$ cat config.mk
export PLATFORM = sky130hd
export DESIGN_NAME = kpec_lane
export DESIGN_NICKNAME = d
export VERILOG_FILES = /design/src/rtl/kpec_pkg.sv /design/src/rtl/kpec_lane.sv
export VERILOG_INCLUDE_DIRS = /design/src /design/src/rtl
export SDC_FILE = /design/constraint.sdc
export NUM_CORES = 1
export LEC_CHECK = 0
export BUFFER_PORTS_ARGS = -buffer_cell sky130_fd_sc_hd__buf_2
export CAP_MARGIN = 20
export CORE_MARGIN = 4
export CORE_UTILIZATION = 45
export CTS_CLUSTER_DIAMETER = 60
export DETAILED_ROUTE_END_ITERATION = 6
export MAX_ROUTING_LAYER = met4
export PLACE_DENSITY = 0.66
export SYNTH_ARGS = -nofsm -noshare
export SYNTH_HDL_FRONTEND = slang
export SYNTH_SLANG_ARGS = --single-unit
$ cat constraint.sdc
create_clock -name i_clk -period 8 [get_ports i_clk]
set_clock_uncertainty 0.05 [all_clocks]
set_input_delay 1.2 -clock i_clk [delete_from_list [all_inputs] [get_ports i_clk]]
set_output_delay 1.2 -clock i_clk [all_outputs]
set_load 0.005 [all_outputs]
$ cat src/rtl/assert_macros.svh
// assertion helpers shared by the key event classifier modules
`ifndef ASSERT_MACROS_SVH
`define ASSERT_MACROS_SVH
`ifndef SYNTHESIS
// property checked while out of reset
`define KPEC_ASSERT(lbl, clk, rstn, prop) \
    lbl: assert property (@(posedge clk) disable iff (!rstn) prop) else $error("kpec check failed");
// property checked on every edge, reset included
`define KPEC_ASSERT_RST(lbl, clk, prop) \
    lbl: assert property (@(posedge clk) prop) else $error("kpec reset check failed");
`else
`define KPEC_ASSERT(lbl, clk, rstn, prop)
`define KPEC_ASSERT_RST(lbl, clk, prop)
`endif
`endif

$ cat src/rtl/kpec_pkg.sv
package kpec_pkg;

    localparam int KPEC_SLOTS    = 8;
    localparam int KPEC_NUM_KEYS = 8;
    localparam int KPEC_CNT_W    = 16;
    localparam int KPEC_GAP_W    = 8;
    localparam int KPEC_IDX_W    = 3;
    localparam int KPEC_DATA_W   = 16;

    // configuration register indexes
    typedef enum logic [KPEC_IDX_W-1:0] {
        CFG_KEY_ENABLE   = 3'd0,
        CFG_DOUBLE_CLICK = 3'd1,
        CFG_SCAN_TICKS   = 3'd2,
        CFG_LONG_TICKS   = 3'd3,
        CFG_UP_TICKS     = 3'd4,
        CFG_TWICE_TICKS  = 3'd5
    } t_cfg_reg;

    typedef struct packed {
        logic [KPEC_CNT_W-1:0] scan_ticks;
        logic [KPEC_CNT_W-1:0] long_ticks;
        logic [KPEC_CNT_W-1:0] up_ticks;
        logic [KPEC_GAP_W-1:0] twice_ticks;
    } t_lane_cfg;

    typedef struct packed {
        logic short_press;
        logic short_release;
        logic long_press;
        logic long_release;
        logic double_click;
    } t_key_events;

    typedef struct packed {
        logic [KPEC_SLOTS-1:0] short_press;
        logic [KPEC_SLOTS-1:0] short_release;
        logic [KPEC_SLOTS-1:0] long_press;
        logic [KPEC_SLOTS-1:0] long_release;
        logic [KPEC_SLOTS-1:0] double_click;
    } t_key_result;

endpackage

$ cat src/rtl/kpec_lane.sv
`include "assert_macros.svh"

module kpec_lane import kpec_pkg::*; (
    input  logic        i_clk,
    input  logic        i_rst_n,
    input  logic        i_step,
    input  logic        i_level,
    input  logic        i_dbl,
    input  t_lane_cfg   i_cfg,
    output t_key_events o_ev
);

    logic [KPEC_CNT_W-1:0] r_held, n_held, r_chg, n_chg, held_inc;
    logic [KPEC_GAP_W-1:0] r_pg, n_pg, r_rg, n_rg, pg_inc, rg_inc;
    logic                  r_stable, n_stable, r_pp, n_pp, r_rp, n_rp, r_ds, n_ds;

    always_comb begin
        pg_inc   = (r_pg != '1) ? r_pg + KPEC_GAP_W'(1) : r_pg;
        rg_inc   = (r_rg != '1) ? r_rg + KPEC_GAP_W'(1) : r_rg;
        held_inc = (r_held != '1) ? r_held + KPEC_CNT_W'(1) : r_held;
        n_held   = r_held;
        n_chg    = r_chg;
        n_stable = r_stable;
        n_pg     = pg_inc;
        n_rg     = rg_inc;
        n_pp     = r_pp;
        n_rp     = r_rp;
        n_ds     = r_ds;
        o_ev     = '0;
        if (!i_level || !r_stable) begin
            // level differs from the debounced one, or key released
            if (r_chg < i_cfg.up_ticks) begin
                n_chg = r_chg + KPEC_CNT_W'(1);
            end else begin
                if (r_held >= i_cfg.long_ticks) begin
                    n_ds = 1'b0;
                    o_ev.long_release = 1'b1;
                end else if (r_held >= i_cfg.scan_ticks) begin
                    if (i_dbl) begin
                        if (r_ds) begin
                            n_ds = 1'b0;
                        end else begin
                            if (r_rp) o_ev.short_release = 1'b1;
                            n_rg = '0;
                            n_rp = 1'b1;
                        end
                    end else begin
                        o_ev.short_release = 1'b1;
                    end
                end
                n_stable = i_level;
                n_held   = '0;
            end
        end else begin
            n_held = held_inc;
            if (held_inc == i_cfg.scan_ticks) begin
                n_chg = '0;
                if (i_dbl) begin
                    if (r_rp && pg_inc < i_cfg.twice_ticks) begin
                        n_ds = 1'b1;
                        n_rp = 1'b0;
                        n_pp = 1'b0;
                        o_ev.double_click = 1'b1;
                    end else begin
                        n_ds = 1'b0;
                        n_pp = 1'b1;
                        n_pg = '0;
                    end
                end else begin
                    o_ev.short_press = 1'b1;
                end
            end else if (held_inc == i_cfg.long_ticks) begin
                n_ds = 1'b0;
                o_ev.long_press = 1'b1;
            end
        end
        // deferred single events once the double-click window closes
        if (i_dbl) begin
            if (n_pp && n_pg >= i_cfg.twice_ticks) begin
                n_pp = 1'b0;
                o_ev.short_press = 1'b1;
            end
            if (n_rp && n_rg >= i_cfg.twice_ticks) begin
                n_rp = 1'b0;
                o_ev.short_release = 1'b1;
            end
        end
    end

    always_ff @(posedge i_clk) begin
        if (!i_rst_n) begin
            r_held   <= '0;
            r_chg    <= '0;
            r_stable <= 1'b0;
            r_pg     <= '0;
            r_rg     <= '0;
            r_pp     <= 1'b0;
            r_rp     <= 1'b0;
            r_ds     <= 1'b0;
        end else if (i_step) begin
            r_held   <= n_held;
            r_chg    <= n_chg;
            r_stable <= n_stable;
            r_pg     <= n_pg;
            r_rg     <= n_rg;
            r_pp     <= n_pp;
            r_rp     <= n_rp;
            r_ds     <= n_ds;
        end
    end

    // a released key never accumulates held time
    `KPEC_ASSERT(a_held_needs_press, i_clk, i_rst_n, (r_held != '0) |-> r_stable)
    // a double click consumes both pending single events
    `KPEC_ASSERT(a_dc_ends_pending, i_clk, i_rst_n, i_step && o_ev.double_click |=> !(r_pp || r_rp))

endmodule

==> impl_metrics.ini <==
[route]
via_count = 5765
wire_per_inst_um = 17.5
post_drt_via_cell_ratio = 5.94
drtPass1Iterations = 5
ant_nets = 0
routed_wl_um = 16900
first_iter_violations = 373
remaining_drc_errors = 0

[status]
status = finished clean

[power_and_ir_drop]
ir_worst_vdd_mv = 0.116
p_comb_frac = 0.162
power_density_nw_per_um2 = 96.1
pwr-share-seq = 0.441
p_sw_mw = 0.177
p_int_mw = 0.421
cellLeakagePower_nw = 2.91
netSwitchingFraction = 0.296
p_clk_frac = 0.397

[cts]
postCtsSetupRepairBufs = 0
holdBufCountCts = 0
cts.sinks = 52
numCtsBuffers = 5
htree_levels = 2
cts_resized = 0
clockRootBuffer = clkbuf_16
clkTransAtPathRegs_ns = 0.08
cts_buffer_depth = 2
clk-insertion-delay-late_ns = 0.31
cts_tree = done

[floorplanning]
core-area_um2 = 12200
floorplan.initialDensity = 0.467
dieWidth_um = 121
die_h_um = 121
die-area_um2 = 14500
num_rows = 40
num_io_pins = 66

[logic_synthesis]
ys_warn_count = 0
ys_ff_latch = 52
syn_area_per_cell_um2 = 7.44
synth_cell_types = 69
async_flop_share = 0
synth_fp_nets = 901
syn_area_um2 = 5700
synth_cells = 766
synth_edf_count = 0
yosys_most_used_dff = dfxtp_1
yosysSeqAreaShare = 0.183

[sta]
max_freq_mhz = 140
finalCritPeriodShare = 0.895
setup_tns_ns = 0
report.final.hold_viol_count = 0
period_minus_slack_ns = 7.16
setup_slack_ns = 0.836
setup_violations = 0
rsz0062_at_grt = no
worst_slew_pin_slew_ns = 0.928
report.final.slew_viol_count = 0
timing.hold.ws_ns = 0.445
slew_headroom = 0.377

[grt]
antenna_found_initial = 0
grt_max_degree = 27
first_global_vias = 5434
gr-total-overflow = 0
grt_pass1_wl_um = 27600
grt_usage = 0.239

[setup_path]
slowest_delay_ns = 0.72
cp_slowest_cell = dfxtp_1
worstSetupPathType = reg2out
crit_fanout = 16
critical_path.startpoint = r_held[4]
startpoint_type = flip-flop
crit_arrival_ns = 5.91
reg2reg_from = r_held[4]
crit_top_cell = a21oi_1
path_cells = nand4_1, nor3_1, xnor2_1, o22ai_1, or4b_4, nor4_1, nand3_1, and2_1, ha_1, a21oi_1, nor2b_1, o21ai_0, a21oi_1, nor4_1, nor3_1, a21oi_1, o21ai_0, buf_2
worstSetupEndpointType = output port
required_ns = 6.75
rr_worst_depth = 17

[final_layout]
nFillCells = 1287
area.sequential_um2 = 1040
nets = 936
n_antenna_cell = 0
final_common_cell = ha_1
drive_above_1_share = 0.115
area_growth_pct = 9.13
final_cell_mix = ha_1, nor2_1, buf_2
multi_input_area_um2 = 4240

[place]
place_ws_ns = 1.27
gp_congestion = 0.962
place_hpwl_um = 13300
port-buffer-count = 65

[job]
max-cap-violations = 0

[min_path]
whs_path_depth = 2
hold_start = r_chg[15]
hold_path.class = reg2reg
-- flip-flops by register name (all words and copies together) (netlist names) --
signal / cells
r_chg: 16
r_held: 16
r_pg: 8
r_rg: 8
r_ds: 1
r_pp: 1
r_rp: 1
r_stable: 1
-- synthesized netlist by cell type (5+ instances only) --
library cell,number,area (um^2)
nor2_1,68,255
ha_1,74,926
buf_4,6,45.0
nand3_1,27,135
nand2_1,51,191
a21o_1,18,135
xor2_1,13,114
dfxtp_1,52,1040
a211oi_1,5,37.5
nor3_1,25,125
buf_2,10,50.1
and4_1,10,87.6
o21ai_0,39,195
o2111ai_1,8,70.1
and2_1,13,81.3
a21oi_1,59,295
or3_1,6,37.5
nand4_1,16,100
a31oi_1,11,68.8
nand2b_1,10,62.6
clkbuf_1,21,78.8
o211ai_1,5,37.5
a22oi_1,5,37.5
mux2i_1,12,120
xnor2_1,34,298
nor4_1,13,81.3
and3_1,23,144
inv_1,61,229
nor2b_1,6,37.5
-- stage by stage --
step	total power, mW	area (um^2)	instances	util
floorplan	0.328	5700	766	-
global placement	0.364	6070	962	0.497
detailed placement	0.366	6070	962	0.497
CTS	0.605	6220	970	0.509
global route	0.628	6220	970	0.509
finish	0.598	6220	970	0.509
-- power groups by stage --
| stage | combinational, mW | sequential, mW | clock [mW] |
|---|---|---|---|
| 5_1_grt | 0.111 | 0.264 | 0.253 |
| 3_3_place_gp | 0.0941 | 0.270 | 0 |
| 4_1_cts | 0.0973 | 0.264 | 0.244 |
| 2_1_floorplan | 0.0591 | 0.269 | 0 |
| 3_5_place_dp | 0.0966 | 0.270 | 0 |
| 6_report | 0.0968 | 0.264 | 0.237 |
-- metal layers --
layer	global-route usage	part of all wire	vias to the layer above
met3	0.0327	0.056	20
li1	-	-	2857
met1	0.334	0.48	2732
met2	0.373	0.45	156
met4	0.0475	0.015	0
met5	-	0	-
-- worst max-delay path, delay by kind of cell (launching register included) --
kind,cells,cell delay [ns]
and+or+nand+nor,9,3.47
AOI/OAI and AO/OA,6,0.76
DFF,1,0.72
adders and majority gates,1,0.27
xor gates and xnor gates,1,0.21
buffers and inverters,1,0.16
-- area by class of cell --
cell class | count | share of cell area
Multi-Input combinational cell | 613 | 0.682
Clock buffer | 5 | 0.0201
Inverter | 62 | 0.0374
Tap cell | 168 | 0.0338
Timing Repair Buffer | 67 | 0.0547
Sequential cell | 52 | 0.167
Clock inverter | 3 | 0.00422
-- logic make-up after synthesis --
logic type      synth area share
buf+inv                   0.0727
mux                       0.0231
fa+ha+maj                  0.162
xor+xnor                  0.0722
simple gates               0.263
compound gates             0.224
flops                      0.183
-- path summary, 6_finish.rpt --
| check | endpoint | slack [ns] |
|---|---|---|
| hold / removal | r_chg[15] | 0.45 |
| setup reg to reg | r_pp | 2.38 |
| setup / recovery | o_ev[4] | 0.84 |
| hold reg to reg | r_chg[15] | 0.45 |
(Power assumes the default switching activity.)
